<file path="src/design/lpht_pkg.sv">
// Package for the linear probing hash table: request, response and slot
// entry types, operation and status codes, and the control state types.
// No dependencies.
package lpht_pkg;

  localparam int unsigned TABLE_SIZE_DEF = 1024;
  localparam int unsigned HASH_W         = 32;
  localparam int unsigned VALUE_W        = 32;
  localparam int unsigned SLOT_W         = 10;

  // Operation codes. Code 3 has no meaning of its own and acts as a lookup.
  typedef enum logic [1:0] {
    OP_LOOKUP        = 2'd0,
    OP_INSERT        = 2'd1,
    OP_LOOKUP_INSERT = 2'd2
  } op_e;

  typedef enum logic [1:0] {
    ST_FOUND    = 2'd0,
    ST_MISS     = 2'd1,
    ST_INSERTED = 2'd2,
    ST_FULL     = 2'd3
  } status_e;

  typedef enum logic [2:0] {
    S_CLEAR,
    S_IDLE,
    S_HOME,
    S_READ,
    S_CHECK
  } state_e;

  // Steps of the home slot unit for a table size that is not a power of two.
  typedef enum logic [1:0] {
    M_IDLE,
    M_RECIP,
    M_BACK,
    M_FIX
  } mod_step_e;

  typedef struct packed {
    logic [1:0]                opcode;
    logic [HASH_W-1:0]         position_hash;
    logic [HASH_W-1:0]         check_hash_a;
    logic [HASH_W-1:0]         check_hash_b;
    logic signed [VALUE_W-1:0] entry_value;
  } req_t;

  typedef struct packed {
    logic [1:0]                status;
    logic [SLOT_W-1:0]         slot_index;
    logic signed [VALUE_W-1:0] found_value;
  } rsp_t;

  typedef struct packed {
    logic                      valid;
    logic [HASH_W-1:0]         check_a;
    logic [HASH_W-1:0]         check_b;
    logic signed [VALUE_W-1:0] value;
  } slot_entry_t;

endpackage

</file>
<file path="src/design/lpht_mod.sv">
// Home slot unit: remainder of the position hash by the table size.
// Reciprocal multiplication on one shared multiplier in the steps M_RECIP and
// M_BACK with a correction in M_FIX, or a plain mask for a power-of-two table size. Depends on lpht_pkg.
module lpht_mod import lpht_pkg::*; #(
  parameter int unsigned TABLE_SIZE = TABLE_SIZE_DEF,
  localparam int unsigned AW = (TABLE_SIZE > 1) ? $clog2(TABLE_SIZE) : 1
) (
  input  logic              clk_i,
  input  logic              rst_ni,
  input  logic              start_i,
  input  logic [HASH_W-1:0] dividend_i,
  output logic              done_o,
  output logic [AW-1:0]     rem_o
);

  localparam bit                IS_POW2   = ((TABLE_SIZE & (TABLE_SIZE - 1)) == 0);
  localparam int unsigned       SHIFT     = HASH_W + AW - 1;
  // The scaled reciprocal fits 32 bits because the size is above 2**(AW-1).
  localparam longint unsigned   RECIP_L   = (64'd1 << SHIFT) / TABLE_SIZE;
  localparam logic [HASH_W-1:0] RECIP     = HASH_W'(RECIP_L);
  localparam logic [HASH_W-1:0] DIVISOR   = HASH_W'(TABLE_SIZE);
  localparam logic [AW:0]       DIVISOR_N = (AW + 1)'(TABLE_SIZE);

  mod_step_e           step_q, step_d;
  logic                done_q, done_d;
  logic [HASH_W-1:0]   x_q, x_d;
  logic [2*HASH_W-1:0] prod_q, prod_d;
  logic [AW-1:0]       rem_q, rem_d;

  logic [HASH_W-1:0]   mul_a;
  logic [HASH_W-1:0]   mul_b;
  logic [2*HASH_W-1:0] prod;
  logic [HASH_W-1:0]   quot;
  logic [HASH_W-1:0]   diff;
  logic [AW:0]         part;

  // The quotient estimate is the true quotient or one less, so the
  // remainder left after the back multiplication needs one subtract at most.
  assign quot  = HASH_W'(prod_q >> SHIFT);
  assign mul_a = (step_q == M_BACK) ? quot : x_q;
  assign mul_b = (step_q == M_BACK) ? DIVISOR : RECIP;
  assign prod  = {{HASH_W{1'b0}}, mul_a} * {{HASH_W{1'b0}}, mul_b};
  assign diff  = x_q - prod_q[HASH_W-1:0];
  assign part  = diff[AW:0];

  // Next step.
  always_comb begin
    step_d = step_q;
    case (step_q)
      M_IDLE: begin
        if (start_i && !IS_POW2) begin
          step_d = M_RECIP;
        end
      end
      M_RECIP: begin
        step_d = M_BACK;
      end
      M_BACK: begin
        step_d = M_FIX;
      end
      M_FIX: begin
        step_d = M_IDLE;
      end
      default: begin
        step_d = M_IDLE;
      end
    endcase
  end

  // Datapath per step.
  always_comb begin
    done_d = 1'b0;
    x_d    = x_q;
    prod_d = prod_q;
    rem_d  = rem_q;
    case (step_q)
      M_IDLE: begin
        if (start_i) begin
          if (IS_POW2) begin
            rem_d  = dividend_i[AW-1:0];
            done_d = 1'b1;
          end else begin
            x_d = dividend_i;
          end
        end
      end
      M_RECIP: begin
        prod_d = prod;
      end
      M_BACK: begin
        prod_d = prod;
      end
      M_FIX: begin
        if (part >= DIVISOR_N) begin
          rem_d = AW'(part - DIVISOR_N);
        end else begin
          rem_d = part[AW-1:0];
        end
        done_d = 1'b1;
      end
      default: begin
      end
    endcase
  end

  always_ff @(posedge clk_i or negedge rst_ni) begin
    if (!rst_ni) begin
      step_q <= M_IDLE;
      done_q <= 1'b0;
    end else begin
      step_q <= step_d;
      done_q <= done_d;
    end
  end

  always_ff @(posedge clk_i) begin
    x_q    <= x_d;
    prod_q <= prod_d;
    rem_q  <= rem_d;
  end

  assign done_o = done_q;
  assign rem_o  = rem_q;

endmodule

</file>
<file path="config.mk">
export PLATFORM = sky130hd
export DESIGN_NAME = lpht_mod
export DESIGN_NICKNAME = d
export VERILOG_FILES = /design/src/design/lpht_pkg.sv /design/src/design/lpht_mod.sv
export SDC_FILE = /design/constraint.sdc
export NUM_CORES = 1
export LEC_CHECK = 0
export ABC_AREA = 1
export BUFFER_PORTS_ARGS = -buffer_cell sky130_fd_sc_hd__buf_2
export CAP_MARGIN = 30
export CORE_MARGIN = 1
export CORE_UTILIZATION = 34
export DETAILED_ROUTE_END_ITERATION = 12
export GPL_TIMING_DRIVEN = 0
export PLACE_DENSITY = 0.86
export SLEW_MARGIN = 20
export SYNTH_ARGS = -nofsm -noshare
export SYNTH_HDL_FRONTEND = slang
export SYNTH_SLANG_ARGS = --single-unit
</file>
<file path="constraint.sdc">
create_clock -name clk_i -period 2 [get_ports clk_i]
set_input_delay 0.5 -clock clk_i [delete_from_list [all_inputs] [get_ports clk_i]]
set_output_delay 0.5 -clock clk_i [all_outputs]
set_load 0.005 [all_outputs]
</file>
**Yosys cells after proc, flatten, opt, wreduce, memory -nomap -nowiden**

Index checks and enable logic that the tools add are counted.

- Memory bits (read-only): 0
- Register bits: 13
- Bits of input ports: 35
- Memory bits (writable): 0
- Word-level logic and storage cells: 16
- Latch bits: 0
- Memories kept: 0

- Reductions and logical operators: 4
- Magnitude comparators: 0
- Div/mod/pow operators: 0
- Shifts and indexed selects: 0
- Multiply operators: 0
- Muxes and demuxes: 5
- Eq/ne operators: 4
- $add $sub $neg: 0
- Bitwise logic cells: 0

Operators by type and width:

| kind | count |
|---|---|
| $mux 10 | 2 |
| $pmux 2 s3 | 1 |
| $eq 2x2->1 const B | 2 |
| $reduce_bool 3->1 | 1 |
| $eq 2x1->1 const B | 1 |
| $logic_not 2->1 | 1 |
| $ne 2x2->1 const B | 1 |
| $pmux 1 s2 | 1 |
| $reduce_and 2->1 | 1 |
| $reduce_bool 2->1 | 1 |
| $mux 1 | 1 |

**Longest topological paths before layout**

Gate-level depths: netlist (run 1).

- Depth after elaboration: 3
- Gate-level depth with buffers: 4
- Mapped depth without buffers: 4

**Worst setup path after synthesis (run 1)**

OpenSTA, ideal clock, no wires.

- Path kind: register to register
- Start: register step_q[0]
- End: register rem_q[0], in the netlist rem_o[0] (enable)
- Stages on the path, launching flop included: 4
- Arrival time: 1.416 ns
- Setup time: 0.391 ns
- Clock period less this slack: 1.806 ns
- Path buffers: 0
- Required time: 1.609 ns
- Slack: 0.194 ns
- Path through: dfrtp_1 -> inv_1 -> ha_1 -> o21ai_0

- Longest elaborated chain between the ends: 3
- Elaborated cells between the ends (all ways): 5
- Those cells by class: 2 x eq/ne; 3 x reduce/logical

Ends and longest elaborated chain:

| what | RTL line | text |
|---|---|---|
| start, declared | lpht_mod.sv:24 | `mod_step_e step_q, step_d;` |
| start signal, assigned | lpht_mod.sv:111 | `step_q <= step_d;` |
| $eq 2x2->1 or $logic_not 2->1 (tied branches) | lpht_mod.sv:76 | `case (step_q)` |
| $reduce_bool 2->1 (no line) or $ne 2x2->1 (tied branches) | n/a |  |
| $reduce_and 2->1 (no line) * | n/a |  |
| end signal, assigned | lpht_mod.sv:119 | `rem_q <= rem_d;` |
| end, declared | lpht_mod.sv:28 | `logic [AW-1:0] rem_q, rem_d;` |

Mark *: on every way between the ends. The rest lies on a longest branch, timed or not.
A chain may end at the register's enable or synchronous reset.

**Final worst setup path (run 1)**

- Start: register step_q[1]
- End: register rem_q[0], in the netlist rem_o[0] (enable)

The elaborated chain is that of the path after synthesis.

==> results.py, run 1 <==
metrics = {
    "run_status": {
        "status": "finished, final reports clean",
    },
    "timing": {
        "tns_ns": 0,
        "fin_ws_ns": 0.270,
        "worst_pin_slew_ns": 0.836,
        "final_hold_viol_count": 0,
        "maxSlewHeadroom_pct": 43.9,
        "rsz0062_at_grt": "no",
        "period_needed_ns": 1.73,
        "skew_ns": 0.00119,
        "holdWs_ns": 0.0155,
        "finalMaxSlewViolations": 0,
        "final-setup-viol-count": 0,
        "timing.final.crit_share_pct": 86.5,
        "fmax_ghz": 0.578,
    },
    "pwr": {
        "swShare_pct": 19.4,
        "seqPwrFrac_pct": 62.2,
        "leakage_nw": 0.301,
        "p_int_w": 0.000398,
        "pwr-share-comb_pct": 6.2,
        "switching_power_w": 0.0000958,
        "power_density_nw_per_um2": 771,
        "clkPwrFrac_pct": 31.6,
        "ir_drop_mv": 0.306,
    },
    "layout": {
        "fin_util_pct": 49.2,
        "antenna_cells": 0,
        "nets": 96,
        "area_growth_pct": 33.3,
        "fillers": 128,
        "drive_above_1_share_pct": 47.3,
    },
    "critical_path": {
        "r2r_end": "rem_o[0]$_DFFE_PP_",
        "ff2ff_path_depth": 3,
        "cp.arrival_ns": 1.63,
        "endpoint": "rem_o[0]$_DFFE_PP_",
        "worstSetupStartpoint": "step_q[1]$_DFFE_PN0P_",
        "cp-end-kind": "flop",
        "crit_required_ns": 1.90,
        "reg2reg_slack_ns": 0.27,
        "worst-path-max-fanout": 10,
        "critPathKind": "reg2reg",
        "start_kind": "flop",
        "r2r_start": "step_q[1]$_DFFE_PN0P_",
    },
    "floorplanning": {
        "ios": 46,
        "die-area_um2": 1570,
        "core_area_um2": 1300,
        "die_x_um": 39.6,
        "start_util_pct": 36.9,
        "rows": 13,
        "die_h_um": 39.6,
    },
    "detailed_routing": {
        "dr.pass1.iters": 2,
        "drc": 0,
        "wl_per_cell_um": 11.3,
        "wl_um": 794,
        "dr.first_iter.drc_count": 4,
        "vias": 295,
        "avgViaCountPerCell": 4.21,
        "ant_nets": 0,
    },
    "clock_network": {
        "cts_tree": "yes",
        "cts_resized": 0,
        "post_cts_buffers": 0,
        "insertion_delay_ns": 0.27,
        "cts_inserted_buffers": 3,
        "cts_root_buf": "clkbuf_4",
        "cts_buffer_depth": 2,
        "cts_hold_buf": 0,
        "h-tree-depth": 1,
        "cts.sink_count": 13,
        "clkTransAtPathRegs_ns": 0.08,
    },
    "logic_synthesis": {
        "netlist_area_um2": 480,
        "synth.net_count": 68,
        "yosysTopAreaCellShare_pct": 62.5,
        "ys_top_cells_by_area": "edfxtp_1 63%, dfrtp_1 16%, ha_1 13%",
        "yosys.area.top_type": "edfxtp_1",
        "synth_cells": 28,
        "syn_area_per_cell_um2": 17.2,
        "ys_types": 8,
        "synth-seq-area-share_pct": 78.1,
        "yosys_warnings": 0,
        "synth-seq-cells": 13,
    },
    "global_route": {
        "grt_overflow": 0,
        "grt_max_degree": 11,
        "grt_pass1_wl_um": 1150,
        "grt_pass1_vias": 279,
        "grtUsageTotal_pct": 11.9,
        "antenna_found_initial": 0,
    },
    "min_path": {
        "hp-class": "in2async",
    },
    "flow_run": {
        "cap_violations": 0,
    },
    "place": {
        "pre_cts_ws_ns": 0.233,
        "gp_congestion": 0.622,
        "dp_hpwl_um": 617,
        "port_buffers": 23,
    },
}
==> layout make-up <==
type	count	area (um^2)	share of cell area, %
Clock buffer	4	26.3	4.10
Timing Repair Buffer	23	115	18.0
Sequential cell	13	375	58.6
Tap cell	15	18.8	2.93
Multi-Input combinational cell	12	93.8	14.6
Inverter	3	11.3	1.76
==> how the worst min path moves through the flow <==
stage / start / to / cells after the start
2_1_floorplan: rst_ni / done_o$_DFF_PN0_ / 0
3_3_place_gp: rst_ni / step_q[0]$_DFFE_PN0P_ / 1
3_5_place_dp: rst_ni / step_q[1]$_DFFE_PN0P_ / 1
4_1_cts: rst_ni / step_q[0]$_DFFE_PN0P_ / 1
5_1_grt: rst_ni / step_q[1]$_DFFE_PN0P_ / 1
6_report: rst_ni / step_q[1]$_DFFE_PN0P_ / 1
==> cells by family after synthesis <==
| group | synth area share (%) |
|---|---|
| AND/OR/NAND/NOR | 2.34 |
| adder cells (fa/ha/maj) | 13.0 |
| AO/OA/AOI/OAI | 4.17 |
| flip-flops | 78.1 |
| buffers and inverters | 2.34 |
==> registers in the layout, summed over array words and instances (netlist names) <==
name / count
step_q: 2
done_o: 1
rem_o: 10
==> power groups by stage <==
stage          registers (W)    logic, W  clock network (W)
2_1_floorplan       0.000316  0.00000400                  0
3_3_place_gp        0.000313   0.0000295                  0
3_5_place_dp        0.000314   0.0000309                  0
4_1_cts             0.000308   0.0000310           0.000160
5_1_grt             0.000309   0.0000340           0.000172
6_report            0.000307   0.0000305           0.000156
==> synth_stat cells <==
cell type / count
edfxtp_1: 10
ha_1: 5
dfrtp_1: 3
inv_1: 3
a21oi_1: 2
nand2_1: 2
o21ai_0: 2
nor2_1: 1
==> worst max-delay path, stage by stage, from the launching register on <==
cell     delay (ns)
dfrtp_1        0.42
inv_1          0.08
ha_1           0.19
o21ai_1        0.67
==> per-layer routing <==
layer  GRT usage (%)  part of all wire (%)  up-vias
met2            21.7                    53       13
met4            7.76                  0.88        0
met1            10.9                    36      130
li1                -                     -      150
met5               0                     0        -
met3            3.98                    10        2
==> cell usage in the layout, fill, tap and decap left out <==
cell type  instances
clkbuf_1           1
edfxtp_1          10
dfrtp_1            3
nand2_1            2
nor2_1             1
buf_2             23
clkbuf_4           3
o21ai_1            1
o21ai_0            1
inv_1              3
a21oi_1            2
ha_1               5
==> through the flow <==
stage | power (W) | std cells | instance area [um^2]
2_1_floorplan | 0.000320 | 28 | 480
3_3_place_gp | 0.000343 | 66 | 614
3_5_place_dp | 0.000345 | 66 | 614
4_1_cts | 0.000499 | 70 | 641
5_1_grt | 0.000515 | 70 | 641
6_report | 0.000494 | 70 | 641
(Power assumes the default switching activity.)
==> run 2: changes to the inputs <==
--- a/config.mk
+++ b/config.mk
@@ -10,10 +10,11 @@
 export CAP_MARGIN = 30
 export CORE_MARGIN = 1
 export CORE_UTILIZATION = 34
+export CTS_CLUSTER_DIAMETER = 150
 export DETAILED_ROUTE_END_ITERATION = 12
 export GPL_TIMING_DRIVEN = 0
 export PLACE_DENSITY = 0.86
-export SLEW_MARGIN = 20
+export RECOVER_POWER = 25
 export SYNTH_ARGS = -nofsm -noshare
 export SYNTH_HDL_FRONTEND = slang
 export SYNTH_SLANG_ARGS = --single-unit
==> results.py, run 2 (same netlist as run 1, synthesis figures left out) <==
metrics = {
    "timing": {
        "period_needed_ns": 1.81,
        "worst_pin_slew_ns": 0.680,
        "holdWs_ns": 0.0386,
        "maxSlewHeadroom_pct": 54.2,
        "rsz0062_at_grt": "no",
        "final_hold_viol_count": 0,
        "timing.final.crit_share_pct": 90.4,
        "fin_ws_ns": 0.193,
        "final-setup-viol-count": 0,
        "fmax_ghz": 0.553,
        "skew_ns": 0.00148,
        "finalMaxSlewViolations": 0,
    },
    "clock_network": {
        "cts_buffer_depth": 2,
        "cts_inserted_buffers": 3,
        "post_cts_buffers": 0,
        "clkTransAtPathRegs_ns": 0.07,
        "cts_tree": "yes",
        "cts_resized": 0,
        "cts.sink_count": 13,
        "cts_root_buf": "clkbuf_4",
        "insertion_delay_ns": 0.26,
        "cts_hold_buf": 0,
        "h-tree-depth": 1,
    },
    "detailed_routing": {
        "wl_um": 771,
        "wl_per_cell_um": 10.9,
        "drc": 0,
        "ant_nets": 0,
        "avgViaCountPerCell": 4.18,
        "dr.pass1.iters": 2,
        "dr.first_iter.drc_count": 1,
        "vias": 297,
    },
    "run_status": {
        "status": "finished, final reports clean",
    },
    "pwr": {
        "power_density_nw_per_um2": 762,
        "ir_drop_mv": 0.301,
        "switching_power_w": 0.0000939,
        "pwr-share-comb_pct": 6.4,
        "leakage_nw": 0.303,
        "seqPwrFrac_pct": 62.3,
        "swShare_pct": 19.1,
        "clkPwrFrac_pct": 31.3,
        "p_int_w": 0.000399,
    },
    "layout": {
        "seq_area_um2": 375,
        "drive_above_1_share_pct": 46.4,
        "fin_util_pct": 49.7,
        "mostFrequentLayoutCells": "22 x buf_2, 10 x edfxtp_1, 5 x ha_1",
        "area_growth_pct": 34.6,
        "fillers": 129,
        "largest_reg_flops": 10,
        "antenna_cells": 0,
        "multiInputGateArea_um2": 93.8,
        "nets": 97,
        "fin_cells": 71,
        "design_area_um2": 647,
        "final_common_cell": "buf_2",
    },
    "flow_run": {
        "cap_violations": 0,
    },
    "floorplanning": {
        "core_area_um2": 1300,
        "die_x_um": 39.6,
        "die-area_um2": 1570,
        "die_h_um": 39.6,
        "start_util_pct": 36.9,
        "rows": 13,
        "ios": 46,
    },
    "place": {
        "dp_hpwl_um": 622,
        "placed_cells": 67,
        "pre_cts_ws_ns": 0.196,
        "port_buffers": 23,
        "gp_congestion": 0.622,
        "placed_cell_area_um2": 622,
    },
    "global_route": {
        "grt_pass1_vias": 282,
        "grt_max_degree": 8,
        "grt_pass1_wl_um": 1170,
        "antenna_found_initial": 0,
        "grtUsageTotal_pct": 12.2,
        "grt_overflow": 0,
    },
    "critical_path": {
        "critPathKind": "reg2reg",
        "cp-end-kind": "flop",
        "crit_required_ns": 1.98,
        "cp.arrival_ns": 1.79,
        "start_kind": "flop",
        "worst-path-max-fanout": 6,
    },
    "min_path": {
        "hp-class": "in2async",
    },
}
==> run 2: changes by cell type in the layout (fill, tap and decap cells not counted) <==
| cell | delta |
|---|---|
| buf_4 | +1 |
| o21ai_1 | -1 |
| o21ai_0 | +1 |
| clkbuf_1 | +1 |
| buf_2 | -1 |
==> run 2: metal layers <==
layer / part of all wire, % / GRT usage, % / wire length, um
met4: 0.91 / 7.76 / 7
met3: 10 / 3.98 / 77
met5: 0 / 0 / 0
met2: 53 / 22.1 / 406
met1: 36 / 11.3 / 279
==> run 2: layout make-up <==
cell class	instances	share of cell area [%]
Sequential cell	13	58.0
Timing Repair Buffer	24	18.8
Multi-Input combinational cell	12	14.5
Clock buffer	4	4.06
Tap cell	15	2.90
Inverter	3	1.74
==> run 2: critical path, stage by stage, from the launching register on <==
cell and delay [ns]:
dfrtp_1 0.38, inv_1 0.10, ha_1 0.21, o21ai_0 0.56, buf_4 0.27
==> run 2: final timing paths <==
check	from	slack, ns	cells after the start	to
max in group asynchronous	rst_ni	1.79	1	step_q[1]$_DFFE_PN0P_
min in group clk_i	dividend_i[6]	0.41	1	rem_o[6]$_DFFE_PP_
worst min-delay path	rst_ni	0.04	1	step_q[0]$_DFFE_PN0P_
worst min register to register	step_q[1]$_DFFE_PN0P_	0.57	2	step_q[1]$_DFFE_PN0P_
worst max-delay path	step_q[0]$_DFFE_PN0P_	0.19	4	rem_o[3]$_DFFE_PP_
worst max register to register	step_q[0]$_DFFE_PN0P_	0.19	4	rem_o[3]$_DFFE_PP_
==> run 2: power by group through the flow <==
| stage | Combinational, W | Sequential (W) | Clock, W |
|---|---|---|---|
| 4_1_cts | 0.0000324 | 0.000308 | 0.000160 |
| 5_1_grt | 0.0000356 | 0.000308 | 0.000172 |
| 3_3_place_gp | 0.0000295 | 0.000313 | 0 |
| 6_report | 0.0000315 | 0.000307 | 0.000154 |
| 2_1_floorplan | 0.00000400 | 0.000316 | 0 |
| 3_5_place_dp | 0.0000324 | 0.000314 | 0 |
==> run 2: through the flow <==
stage / total power, W / TNS [ns]
floorplan: 0.000320 / 0
global placement: 0.000343 / -0.907
detailed placement: 0.000346 / 0
CTS: 0.000500 / 0
global route: 0.000516 / 0
finish: 0.000493 / 0
==> run 3: changes to the inputs <==
--- a/config.mk
+++ b/config.mk
@@ -9,11 +9,12 @@
 export BUFFER_PORTS_ARGS = -buffer_cell sky130_fd_sc_hd__buf_2
 export CAP_MARGIN = 30
 export CORE_MARGIN = 1
-export CORE_UTILIZATION = 34
+export CORE_UTILIZATION = 36
+export CTS_BUF_LIST = sky130_fd_sc_hd__clkbuf_2
 export CTS_CLUSTER_DIAMETER = 150
 export DETAILED_ROUTE_END_ITERATION = 12
 export GPL_TIMING_DRIVEN = 0
-export PLACE_DENSITY = 0.86
+export PLACE_DENSITY = 0.9
 export RECOVER_POWER = 25
 export SYNTH_ARGS = -nofsm -noshare
 export SYNTH_HDL_FRONTEND = slang
==> results.py, run 3 (same netlist as run 1, synthesis figures left out) <==
metrics = {
    "floorplanning": {
        "start_util_pct": 41.0,
        "rows": 12,
        "core_area_um2": 1170,
        "die-area_um2": 1480,
        "die_x_um": 38.5,
        "die_h_um": 38.5,
        "ios": 46,
    },
    "flow_run": {
        "cap_violations": 0,
    },
    "place": {
        "placed_cell_area_um2": 618,
        "port_buffers": 23,
        "gp_congestion": 0.550,
    },
    "layout": {
        "nets": 98,
        "area_growth_pct": 34.9,
        "mostFrequentLayoutCells": "24 x buf_2, 10 x edfxtp_1, 5 x ha_1",
        "antenna_cells": 0,
        "largest_reg_flops": 10,
        "drive_above_1_share_pct": 49.1,
        "design_area_um2": 648,
        "final_common_cell": "buf_2",
    },
    "timing": {
        "final-setup-viol-count": 0,
        "tns_ns": 0,
        "finalMaxSlewViolations": 0,
        "rsz0062_at_grt": "no",
        "final_hold_viol_count": 0,
        "worst_pin_slew_ns": 0.626,
        "maxSlewHeadroom_pct": 57.8,
        "timing.final.crit_share_pct": 89.8,
        "period_needed_ns": 1.80,
        "fmax_ghz": 0.557,
        "skew_ns": 0.00197,
    },
    "clock_network": {
        "cts_buffer_depth": 2,
        "cts_root_buf": "clkbuf_2",
        "post_cts_buffers": 0,
        "insertion_delay_ns": 0.26,
        "h-tree-depth": 1,
        "clkTransAtPathRegs_ns": 0.12,
        "cts_resized": 0,
        "cts_tree": "yes",
        "cts_inserted_buffers": 3,
        "cts.sink_count": 13,
    },
    "run_status": {
        "status": "finished, final reports clean",
    },
    "global_route": {
        "grt_pass1_wl_um": 1210,
        "antenna_found_initial": 0,
        "grtUsageTotal_pct": 13.6,
        "grt_pass1_vias": 278,
        "grt_overflow": 0,
        "grt_max_degree": 8,
    },
    "detailed_routing": {
        "dr.first_iter.drc_count": 0,
        "wl_per_cell_um": 11.3,
        "ant_nets": 0,
        "dr.pass1.iters": 1,
        "avgViaCountPerCell": 4.45,
        "vias": 316,
        "wl_um": 799,
        "drc": 0,
    },
    "critical_path": {
        "r2r_end": "rem_o[3]$_DFFE_PP_",
        "start_kind": "flop",
        "r2r_start": "step_q[1]$_DFFE_PN0P_",
        "crit_required_ns": 1.98,
        "reg2reg_slack_ns": 0.20,
        "critPathKind": "reg2reg",
        "cp.arrival_ns": 1.78,
        "cp-end-kind": "flop",
        "ff2ff_path_depth": 4,
        "worst-path-max-fanout": 6,
    },
    "min_path": {
        "hp-class": "in2reg",
        "min_from": "dividend_i[6]",
        "holdPathStages": 1,
        "min_to": "rem_o[6]$_DFFE_PP_",
    },
    "pwr": {
        "power_density_nw_per_um2": 730,
        "leakage_nw": 0.311,
        "ir_drop_mv": 0.322,
    },
}
run 3: changes by cell type in the layout (fill, tap and decap cells not counted), sizes merged:
cell,before,now
buf,23,24
clkbuf,5,4
dlygate4sd3,0,1
run 3: repair_timing:
item                       4_1_cts  5_1_grt
hold endpoints to repair         3        0
hold buffers                     1        0
setup endpoints to repair        0        0
run 3: per-stage QoR:
step	util, %	cells	worst slack [ns]	total power (W)	hold WS (ns)
2_1_floorplan	-	28	0.194	0.000320	0.204
3_3_place_gp	52.4	65	0.0108	0.000343	0.295
3_5_place_dp	52.8	66	0.200	0.000346	0.297
4_1_cts	55.3	71	0.186	0.000478	0.397
5_1_grt	55.3	71	0.0495	0.000493	0.384
6_report	55.3	71	0.204	0.000473	0.405
run 3: worst max path at each step:
stage                          start                 end  slack (ns)
2_1_floorplan  step_q[0]$_DFFE_PN0P_  rem_o[0]$_DFFE_PP_        0.19
3_3_place_gp   step_q[0]$_DFFE_PN0P_  rem_o[9]$_DFFE_PP_        0.01
3_5_place_dp   step_q[1]$_DFFE_PN0P_  rem_o[2]$_DFFE_PP_        0.20
4_1_cts        step_q[1]$_DFFE_PN0P_  rem_o[3]$_DFFE_PP_        0.19
5_1_grt        step_q[1]$_DFFE_PN0P_  rem_o[2]$_DFFE_PP_        0.05
6_report       step_q[1]$_DFFE_PN0P_  rem_o[3]$_DFFE_PP_        0.20
run 3: critical path, stage by stage, from the launching register on:
cell	delay, ns
dfrtp_1	0.43
inv_1	0.08
ha_1	0.19
o21ai_0	0.52
buf_2	0.30
run 3: final cells by class:
type                            count  area (um^2)
Tap cell                           14         17.5
Fill cell                         102          523
Timing Repair Buffer               25          130
Multi-Input combinational cell     12         93.8
Inverter                            3         11.3
Sequential cell                    13          375
Clock buffer                        4         20.0
run 3: per-layer routing:
layer | part of all wire [%] | vias to the layer above | track usage, %
met5 | 0 | - | 0
met4 | 3.1 | 0 | 12.9
met3 | 11 | 4 | 3.49
met2 | 43 | 23 | 19.2
met1 | 43 | 134 | 16.5
li1 | - | 155 | -
run 3: power by group:
| part | internal (W) | switching [W] | total (W) |
|---|---|---|---|
| Clock | 0.0000531 | 0.0000794 | 0.000132 |
| Sequential | 0.000305 | 0.00000269 | 0.000308 |
| Combinational | 0.0000181 | 0.0000146 | 0.0000327 |
| Total | 0.000376 | 0.0000967 | 0.000473 |
